[src/design/fin_pkg.sv]
// Package for the flux interval normalizer: field widths, operation codes
// and reset constants shared by the channels, the serial units and the top level.
// No dependencies.
package fin_pkg;

  localparam int TIME_BITS = 28;
  localparam int SUM_BITS  = 32;
  localparam int PROD_BITS = 2 * TIME_BITS;
  localparam int CNT_BITS  = $clog2(TIME_BITS + 1);
  localparam int OP_BITS   = 2;

  localparam logic [TIME_BITS-1:0] TIME_MAX  = {TIME_BITS{1'b1}};
  localparam logic [TIME_BITS-1:0] REV_RESET = TIME_BITS'(200000000);

  localparam logic [OP_BITS-1:0] OP_SUM    = 2'd0;
  localparam logic [OP_BITS-1:0] OP_SCALE  = 2'd1;
  localparam logic [OP_BITS-1:0] OP_FINISH = 2'd2;

endpackage

[src/design/fin_channels.sv]
// Valid/ready channels of the flux interval normalizer: request, result and
// configuration write. Depends on fin_pkg for the field widths.
interface fin_req_if;
  import fin_pkg::*;
  logic                 valid;
  logic                 ready;
  logic [OP_BITS-1:0]   op;
  logic [TIME_BITS-1:0] cell_time;
  modport source (output valid, output op, output cell_time, input ready);
  modport sink (input valid, input op, input cell_time, output ready);
endinterface

interface fin_res_if;
  import fin_pkg::*;
  logic                 valid;
  logic                 ready;
  logic [TIME_BITS-1:0] scaled_time;
  logic                 orientation;
  logic                 padding_cell;
  logic                 divide_error;
  modport source (output valid, output scaled_time, output orientation,
                  output padding_cell, output divide_error, input ready);
  modport sink (input valid, input scaled_time, input orientation,
                input padding_cell, input divide_error, output ready);
endinterface

interface fin_cfg_if;
  import fin_pkg::*;
  logic                 valid;
  logic                 ready;
  logic [TIME_BITS-1:0] data;
  modport source (output valid, output data, input ready);
  modport sink (input valid, input data, output ready);
endinterface

[src/design/flux_interval_normalizer_unit.sv]
// Top level of the flux interval normalizer: request handling, track state,
// result register and the serial multiply/divide datapath.
// Depends on fin_pkg, fin_channels, fin_mul and fin_div.
//
//   Channel | Direction | Payload                                        | Handshake
//   --------+-----------+------------------------------------------------+-----------
//   cfg     | in        | data: revolution total (28 b)                  | valid/ready
//   req     | in        | op (2 b), cell_time (28 b)                     | valid/ready
//   res     | out       | scaled_time (28 b), orientation, padding_cell, | valid/ready
//           |           | divide_error                                   |
//
// A sum request, or one with the unused code, leaves the block idle. A scale
// request with a nonzero sum runs the bit-serial multiply (load, then one step per
// multiplier bit) and the radix-2 divide, then loads the quotient and hands it to the
// result register. A saturating quotient ends the divide right after its load; a scale
// request with a zero sum, like a finish request, goes straight to the result stage.
// The multiplier and divider loops handle one bit per cycle each.
// Reset (rst, synchronous) clears the sums, the orientation and the result
// valid flag, and loads the revolution total with 200000000.
// A stalled result holds in the output register; new requests are still taken
// while it waits, and only the hand-off of a new result waits for the slot.
module flux_interval_normalizer_unit (
  input  logic      clk,
  input  logic      rst,
  fin_cfg_if.sink   cfg,
  fin_req_if.sink   req,
  fin_res_if.source res
);
  import fin_pkg::*;

  localparam logic [1:0] ST_IDLE = 2'd0;
  localparam logic [1:0] ST_MUL  = 2'd1;
  localparam logic [1:0] ST_DIV  = 2'd2;
  localparam logic [1:0] ST_EMIT = 2'd3;

  logic [1:0]           state;
  logic [1:0]           state_next;
  logic [OP_BITS-1:0]   cur_op;
  logic                 err_flag;
  logic [TIME_BITS-1:0] q_res;
  logic [TIME_BITS-1:0] rev_total;
  logic [SUM_BITS-1:0]  input_sum;
  logic [SUM_BITS-1:0]  emitted_sum;
  logic                 toggle;

  logic                 res_valid;
  logic [TIME_BITS-1:0] res_time;
  logic                 res_orient;
  logic                 res_pad;
  logic                 res_err;

  logic                 req_fire;
  logic                 slot_free;
  logic                 emit_fire;
  logic                 mul_start;
  logic                 mul_done;
  logic [PROD_BITS-1:0] product;
  logic                 div_done;
  logic [TIME_BITS-1:0] quotient;
  logic [SUM_BITS-1:0]  rev_wide;
  logic [SUM_BITS-1:0]  shortfall;
  logic                 short;

  // The configuration register is always writable; writes must come only while idle, which the block does not enforce.
  assign cfg.ready = 1'b1;

  assign req.ready = (state == ST_IDLE);
  assign req_fire  = req.valid && req.ready;
  assign slot_free = !res_valid || res.ready;
  assign emit_fire = (state == ST_EMIT) && slot_free;

  // A scale request with a nonzero sum goes through multiply and divide;
  // with a zero sum it goes straight to the result stage with an error.
  assign mul_start = req_fire && (req.op == OP_SCALE) && (input_sum != '0);

  assign rev_wide  = SUM_BITS'(rev_total);
  assign short     = emitted_sum < rev_wide;
  assign shortfall = rev_wide - emitted_sum;

  fin_mul u_mul (
    .clk     (clk),
    .rst     (rst),
    .start   (mul_start),
    .mcand   (rev_total),
    .mplier  (req.cell_time),
    .done    (mul_done),
    .product (product)
  );

  fin_div u_div (
    .clk      (clk),
    .rst      (rst),
    .start    (mul_done),
    .dividend (product),
    .divisor  (input_sum),
    .done     (div_done),
    .quotient (quotient)
  );

  always_comb begin
    state_next = state;
    unique case (state)
      ST_IDLE: begin
        if (req_fire) begin
          if (mul_start) begin
            state_next = ST_MUL;
          end else if (req.op == OP_SCALE || req.op == OP_FINISH) begin
            state_next = ST_EMIT;
          end
        end
      end
      ST_MUL: begin
        if (mul_done) begin
          state_next = ST_DIV;
        end
      end
      ST_DIV: begin
        if (div_done) begin
          state_next = ST_EMIT;
        end
      end
      ST_EMIT: begin
        if (slot_free) begin
          state_next = ST_IDLE;
        end
      end
      default: state_next = ST_IDLE;
    endcase
  end

  // Control state and track totals.
  always_ff @(posedge clk) begin
    if (rst) begin
      state       <= ST_IDLE;
      rev_total   <= REV_RESET;
      input_sum   <= '0;
      emitted_sum <= '0;
      toggle      <= 1'b0;
      res_valid   <= 1'b0;
    end else begin
      state <= state_next;
      if (cfg.valid && cfg.ready) begin
        rev_total <= cfg.data;
      end
      if (req_fire && req.op == OP_SUM) begin
        input_sum <= input_sum + SUM_BITS'(req.cell_time);
      end
      // A scaled interval always loads the result register; a finish loads it
      // only when the emitted total falls short of the target.
      if (emit_fire && (cur_op == OP_SCALE || short)) begin
        res_valid <= 1'b1;
      end else if (res.ready) begin
        res_valid <= 1'b0;
      end
      if (emit_fire) begin
        if (cur_op == OP_SCALE) begin
          toggle      <= ~toggle;
          emitted_sum <= emitted_sum + SUM_BITS'(q_res);
        end else begin
          // Finish: the track state starts over, pad or no pad.
          input_sum   <= '0;
          emitted_sum <= '0;
          toggle      <= 1'b0;
        end
      end
    end
  end

  // Payload registers.
  always_ff @(posedge clk) begin
    if (req_fire) begin
      cur_op   <= req.op;
      err_flag <= (input_sum == '0);
      q_res    <= '0;
    end else if (state == ST_DIV && div_done) begin
      q_res <= quotient;
    end
    if (emit_fire) begin
      if (cur_op == OP_SCALE) begin
        res_time   <= q_res;
        res_orient <= ~toggle;
        res_pad    <= 1'b0;
        res_err    <= err_flag;
      end else begin
        // The shortfall is below the 28-bit total, so it never needs clamping.
        res_time   <= shortfall[TIME_BITS-1:0];
        res_orient <= toggle;
        res_pad    <= 1'b1;
        res_err    <= 1'b0;
      end
    end
  end

  assign res.valid        = res_valid;
  assign res.scaled_time  = res_time;
  assign res.orientation  = res_orient;
  assign res.padding_cell = res_pad;
  assign res.divide_error = res_err;

endmodule

[src/design/fin_mul.sv]
// Bit-serial shift-and-add multiplier, one multiplier bit per cycle.
// Depends on fin_pkg.
module fin_mul (
  input  logic                          clk,
  input  logic                          rst,
  input  logic                          start,
  input  logic [fin_pkg::TIME_BITS-1:0] mcand,
  input  logic [fin_pkg::TIME_BITS-1:0] mplier,
  output logic                          done,
  output logic [fin_pkg::PROD_BITS-1:0] product
);
  import fin_pkg::*;

  logic                 busy;
  logic [CNT_BITS-1:0]  cnt;
  logic [TIME_BITS-1:0] mcand_r;
  logic [PROD_BITS-1:0] acc;
  logic [TIME_BITS:0]   partial;

  // The upper half gathers partial products while the multiplier bits
  // shift out of the lower half.
  assign partial = {1'b0, acc[PROD_BITS-1:TIME_BITS]}
                 + (acc[0] ? {1'b0, mcand_r} : {(TIME_BITS+1){1'b0}});

  always_ff @(posedge clk) begin
    if (rst) begin
      busy <= 1'b0;
      done <= 1'b0;
      cnt  <= '0;
    end else begin
      done <= 1'b0;
      if (start) begin
        busy <= 1'b1;
        cnt  <= CNT_BITS'(TIME_BITS);
      end else if (busy) begin
        cnt <= cnt - 1'b1;
        if (cnt == CNT_BITS'(1)) begin
          busy <= 1'b0;
          done <= 1'b1;
        end
      end
    end
  end

  always_ff @(posedge clk) begin
    if (start) begin
      mcand_r <= mcand;
      acc     <= {{TIME_BITS{1'b0}}, mplier};
    end else if (busy) begin
      acc <= {partial, acc[TIME_BITS-1:1]};
    end
  end

  assign product = acc;

endmodule

[src/design/fin_div.sv]
// Radix-2 restoring divider with saturation: one quotient bit per cycle.
// Depends on fin_pkg.
module fin_div (
  input  logic                          clk,
  input  logic                          rst,
  input  logic                          start,
  input  logic [fin_pkg::PROD_BITS-1:0] dividend,
  input  logic [fin_pkg::SUM_BITS-1:0]  divisor,
  output logic                          done,
  output logic [fin_pkg::TIME_BITS-1:0] quotient
);
  import fin_pkg::*;

  logic                 busy;
  logic                 sat;
  logic [CNT_BITS-1:0]  cnt;
  logic [SUM_BITS-1:0]  divisor_r;
  logic [SUM_BITS-1:0]  rem;
  logic [TIME_BITS-1:0] low;
  logic [SUM_BITS:0]    trial;
  logic [SUM_BITS:0]    diff;
  logic                 fits;
  logic                 too_big;

  // The quotient needs more than TIME_BITS bits exactly when the upper half
  // of the dividend is not below the divisor.
  assign too_big = SUM_BITS'(dividend[PROD_BITS-1:TIME_BITS]) >= divisor;

  assign trial = {rem, low[TIME_BITS-1]};
  assign diff  = trial - {1'b0, divisor_r};
  assign fits  = trial >= {1'b0, divisor_r};

  always_ff @(posedge clk) begin
    if (rst) begin
      busy <= 1'b0;
      done <= 1'b0;
      cnt  <= '0;
    end else begin
      done <= 1'b0;
      if (start) begin
        busy <= !too_big;
        done <= too_big;
        cnt  <= CNT_BITS'(TIME_BITS);
      end else if (busy) begin
        cnt <= cnt - 1'b1;
        if (cnt == CNT_BITS'(1)) begin
          busy <= 1'b0;
          done <= 1'b1;
        end
      end
    end
  end

  always_ff @(posedge clk) begin
    if (start) begin
      sat       <= too_big;
      divisor_r <= divisor;
      rem       <= SUM_BITS'(dividend[PROD_BITS-1:TIME_BITS]);
      low       <= dividend[TIME_BITS-1:0];
    end else if (busy) begin
      rem <= fits ? diff[SUM_BITS-1:0] : trial[SUM_BITS-1:0];
      low <= {low[TIME_BITS-2:0], fits};
    end
  end

  assign quotient = sat ? TIME_MAX : low;

endmodule

[src/flat_wrapper.sv]
// flat-port wrapper written by rule: the top's interface ports become plain ports
module flux_interval_normalizer_unit_flat import fin_pkg::*;
  (clk, rst, cfg_valid, cfg_data, cfg_ready, req_valid, req_op, req_cell_time, req_ready, res_valid, res_scaled_time, res_orientation, res_padding_cell, res_divide_error, res_ready);
  fin_cfg_if cfg_i ();
  fin_req_if req_i ();
  fin_res_if res_i ();
  input  logic clk;
  input  logic rst;
  input wire logic [$bits(cfg_i.valid)-1:0] cfg_valid;
  input wire logic [$bits(cfg_i.data)-1:0] cfg_data;
  output wire logic [$bits(cfg_i.ready)-1:0] cfg_ready;
  input wire logic [$bits(req_i.valid)-1:0] req_valid;
  input wire logic [$bits(req_i.op)-1:0] req_op;
  input wire logic [$bits(req_i.cell_time)-1:0] req_cell_time;
  output wire logic [$bits(req_i.ready)-1:0] req_ready;
  output wire logic [$bits(res_i.valid)-1:0] res_valid;
  output wire logic [$bits(res_i.scaled_time)-1:0] res_scaled_time;
  output wire logic [$bits(res_i.orientation)-1:0] res_orientation;
  output wire logic [$bits(res_i.padding_cell)-1:0] res_padding_cell;
  output wire logic [$bits(res_i.divide_error)-1:0] res_divide_error;
  input wire logic [$bits(res_i.ready)-1:0] res_ready;
  assign cfg_i.valid = cfg_valid;
  assign cfg_i.data = cfg_data;
  assign cfg_ready = cfg_i.ready;
  assign req_i.valid = req_valid;
  assign req_i.op = req_op;
  assign req_i.cell_time = req_cell_time;
  assign req_ready = req_i.ready;
  assign res_valid = res_i.valid;
  assign res_scaled_time = res_i.scaled_time;
  assign res_orientation = res_i.orientation;
  assign res_padding_cell = res_i.padding_cell;
  assign res_divide_error = res_i.divide_error;
  assign res_i.ready = res_ready;
  flux_interval_normalizer_unit u_core (.clk(clk), .rst(rst), .cfg(cfg_i), .req(req_i), .res(res_i));
endmodule
[config.mk]
export PLATFORM = sky130hd
export DESIGN_NAME = flux_interval_normalizer_unit_flat
export DESIGN_NICKNAME = d
export VERILOG_FILES = /design/src/design/fin_pkg.sv /design/src/design/fin_channels.sv /design/src/design/flux_interval_normalizer_unit.sv /design/src/design/fin_mul.sv /design/src/design/fin_div.sv /design/src/flat_wrapper.sv
export SDC_FILE = /design/constraint.sdc
export NUM_CORES = 1
export LEC_CHECK = 0
export ABC_CLOCK_PERIOD_IN_PS = 3750
export BUFFER_PORTS_ARGS = -buffer_cell sky130_fd_sc_hd__buf_2
export CAP_MARGIN = 10
export CORE_ASPECT_RATIO = 0.9
export CORE_MARGIN = 4
export CORE_UTILIZATION = 60
export DETAILED_ROUTE_END_ITERATION = 10
export PLACE_DENSITY = 0.78
export SLEW_MARGIN = 10
export SYNTH_ARGS = -nofsm -noshare
export SYNTH_HDL_FRONTEND = slang
export SYNTH_SLANG_ARGS = --single-unit
[constraint.sdc]
create_clock -name clk -period 3.75 [get_ports clk]
set_input_delay 0.75 -clock clk [delete_from_list [all_inputs] [get_ports clk]]
set_output_delay 0.75 -clock clk [all_outputs]
set_load 0.005 [all_outputs]
==> run metrics <==
CP required 4.17 ns; Area Growth Syn to Fin 10.7%; Net Sw Frac 32.6%; hpwl dp 45500 um; post-CTS sizing 0; Gate power share 25.9%; Clock Sinks 349; syn avg cell area 9.09 um^2; Top Ports 97; sequential share of power 40.6%; Seq/Total Area, Yosys 39.7%; post-synth cell types 84; vias in the first global route 18097; worst path arrival time 4.02 ns; syn_nets 2714; Critical Path, Cell by Cell buf_4, and2_1, fa_1, a21o_1, a21o_1, a2111o_1, a31oi_1, a2111oi_0, o21ai_0, a21oi_1, o31ai_1, a31oi_1; CTS tree yes; Hold Buf Count CTS 0; clk_skew 0.0122 ns; end of the worst hold path u_core.rev_total[23]; Max Cap Viol 0; post-route cell area 0.0245 mm^2; R2R setup slack 0.15 ns; clk buf depth 3; Post CTS Setup Buffer Count 0; RSZ-0062 raised after global routing no; filler cell count 2877; EDFF count, synth 179; first-pass GRT wire length 96700 um; most area-hungry cell type in the Yosys netlist edfxtp_1; clock tree root buffer cell clkbuf_16; Final Hold Fails 0; DR WL/cell 20.4 um; CP max-delay cell a2111o_1; n_diodes 0; number of H-tree levels 2; switching power 3.88 mW; CTS Buf Count 40; Final min period 3.60 ns; Mapped Area 0.0221 mm^2; Total Die Area 0.0400 mm^2; Area contributors post-synth edfxtp_1, dfxtp_1, ha_1; Nets 2800; Synthesis Warnings 0; Std-Cell Rows 66; Hold Path Depth 3; hold_sp cfg_data[23]; peak supply drop 0.378 mV; Clock power frac 33.5%; Int Pwr 8.00 mW; ys async rst share 0%; Worst path max stage delay 0.47 ns; Seq cells post-synth 349; R2R depth 12; routability congestion estimate 1.01; Leak 10.5 nW; CP bufs+invs 1; share of the synthesized area in the top cell type 24.3%; drt drc 0; Post-Synthesis Cells 2436; power density over the cells 485 mW/mm^2; setup TNS 0 ns; clock latency on the worst-skew pair 0.57 ns; DP Area 0.0232 mm^2; Max Freq 278 MHz; Remaining Overflow, GRT 0; Min-Delay Path Class in2reg; endpoints failing setup 0; final period utilization 95.9%; CP max FO 28; largest net degree at the start of global routing 58; Port Buffers 95; First DRT Iteration DRCs 1821; Top Family by Delay on Critical Path compound AO/OA/AOI/OAI gates; most common library cells after synthesis nand2_1, nor2_1, ha_1; RR Endpoint u_core.u_mul.product[55]; Crit Reg-Reg Startpoint u_core.u_mul.product[0]; CP endpoint kind flip-flop; Slew HR 27.2%; CP startpoint kind flip-flop; Pins Over Slew Limit 0; slew at the pin closest to its max-slew limit 1.09 ns; Total GRT Usage 30.1%; core area 0.0363 mm^2; initial core utilization 61.1%; Horiz. Die Dim 210 um; outcome finished clean; final wirelength 61800 um; drt pass-1 iters 5; via count 18944; vias per inst 6.25; critical path class reg2reg; layout cells sized above 1 10.0%; Die Height 190 um; top-count cell post-synth nand2_1; Routed Antenna Nets 0; Reg clk slew, reported paths 0.06 ns; dominant synthesized flop cell edfxtp_1; initial antenna violation count 1
## cell type report
class	instances	area, um^2	share of cell area (%)
Inverter	180	676	2.76
Clock inverter	22	208	0.848
Clock buffer	52	1110	4.52
Timing Repair Buffer	136	808	3.30
Sequential cell	349	8780	35.8
Multi-Input combinational cell	1815	12300	50.3
Tap cell	476	596	2.43
## layer usage
layer | global-route usage, % | vias up | part of all wire [%]
met5 | 0 | - | 0.032
met4 | 10.4 | 2 | 3.4
met3 | 6.07 | 143 | 9.1
met2 | 46.6 | 800 | 44
met1 | 42.3 | 9024 | 43
li1 | - | 8975 | -
## flip-flops by register name, indices dropped and copies added, names as in the netlist, 2 cells and up
name / cells
u_core.res.scaled_time: 28
u_core.emitted_sum: 32
u_core.u_mul.product: 56
u_core.cur_op: 2
u_core.u_div.cnt: 5
u_core.u_mul.mcand_r: 28
u_core.u_div.divisor_r: 32
u_core.state: 2
u_core.q_res: 28
u_core.rev_total: 28
u_core.u_div.low: 28
u_core.u_mul.cnt: 5
u_core.u_div.rem: 32
u_core.input_sum: 32
## how the worst max path moves through the flow
stage                                  startpoint                       end  slack [ns]  cells after the start
after floorplan           u_core.u_mul.product[0]  u_core.u_mul.product[55]        0.32                     14
after global placement           req_cell_time[0]      u_core.input_sum[22]        0.25                     12
after detailed placement         req_cell_time[0]      u_core.input_sum[22]        0.20                     12
after CTS                 u_core.u_mul.product[0]  u_core.u_mul.product[55]        0.23                     12
after global routing      u_core.u_mul.product[0]  u_core.u_mul.product[55]        0.03                     12
final                     u_core.u_mul.product[0]  u_core.u_mul.product[55]        0.15                     12
## stage by stage
step	instances	worst slack [ns]	power [mW]	hold WS, ns	util, %
global route	3030	0.0252	12.5	0.396	67.6
finish	3030	0.153	11.9	0.403	67.6
global placement	2956	0.253	7.77	0.421	63.9
detailed placement	2956	0.202	7.89	0.425	63.9
floorplan	2436	0.324	6.95	0.408	-
CTS	3030	0.229	11.9	0.390	67.6
## power groups by stage
| stage | combinational, mW | sequential, mW | clock, mW |
|---|---|---|---|
| after floorplan | 2.25 | 4.70 | 0 |
| after global placement | 2.89 | 4.87 | 0 |
| after detailed placement | 3.01 | 4.88 | 0 |
| after CTS | 3.04 | 4.81 | 4.02 |
| after global routing | 3.44 | 4.84 | 4.19 |
| final | 3.08 | 4.82 | 3.97 |
## cell usage in the layout (no fill, tap or decap), drive strengths merged, types with 9 or more instances in the layout
cell / count
nand2: 229
nor2: 223
ha: 210
a21oi: 197
inv: 182
edfxtp: 179
dfxtp: 170
buf: 136
nor3: 98
a21o: 92
o21ai: 74
xnor2: 62
clkbuf: 52
nand3: 51
mux2i: 50
xor2: 35
and2: 34
o211ai: 30
mux2: 30
and3: 28
nor2b: 27
a31oi: 24
a211oi: 23
o21a: 22
nand2b: 21
o31ai: 20
nor4: 18
or3: 17
nand4: 16
nor3b: 15
o21bai: 15
a21boi: 12
clkinv: 12
a22oi: 10
a22o: 10
or4: 9
## tightest hold or removal path, delay by kind of cell
family | cells | cell delay [ns]
and+or+nand+nor | 1 | 0.04
buffers and inverters | 1 | 0.08
AOI/OAI and AO/OA | 1 | 0.06
## logic make-up after synthesis
| kind of cell | count (synthesis) | synth area share (%) |
|---|---|---|
| AO/OA/AOI/OAI | 605 | 18.0 |
| XOR/XNOR | 97 | 3.84 |
| adder cells (fa/ha/maj) | 215 | 12.3 |
| buffers and inverters | 272 | 4.73 |
| flip-flops | 349 | 39.7 |
| multiplexers | 80 | 3.79 |
| other | 1 | 0.0169 |
| AND/OR/NAND/NOR | 817 | 17.7 |
No activity file was read; power rests on OpenSTA's default activity.
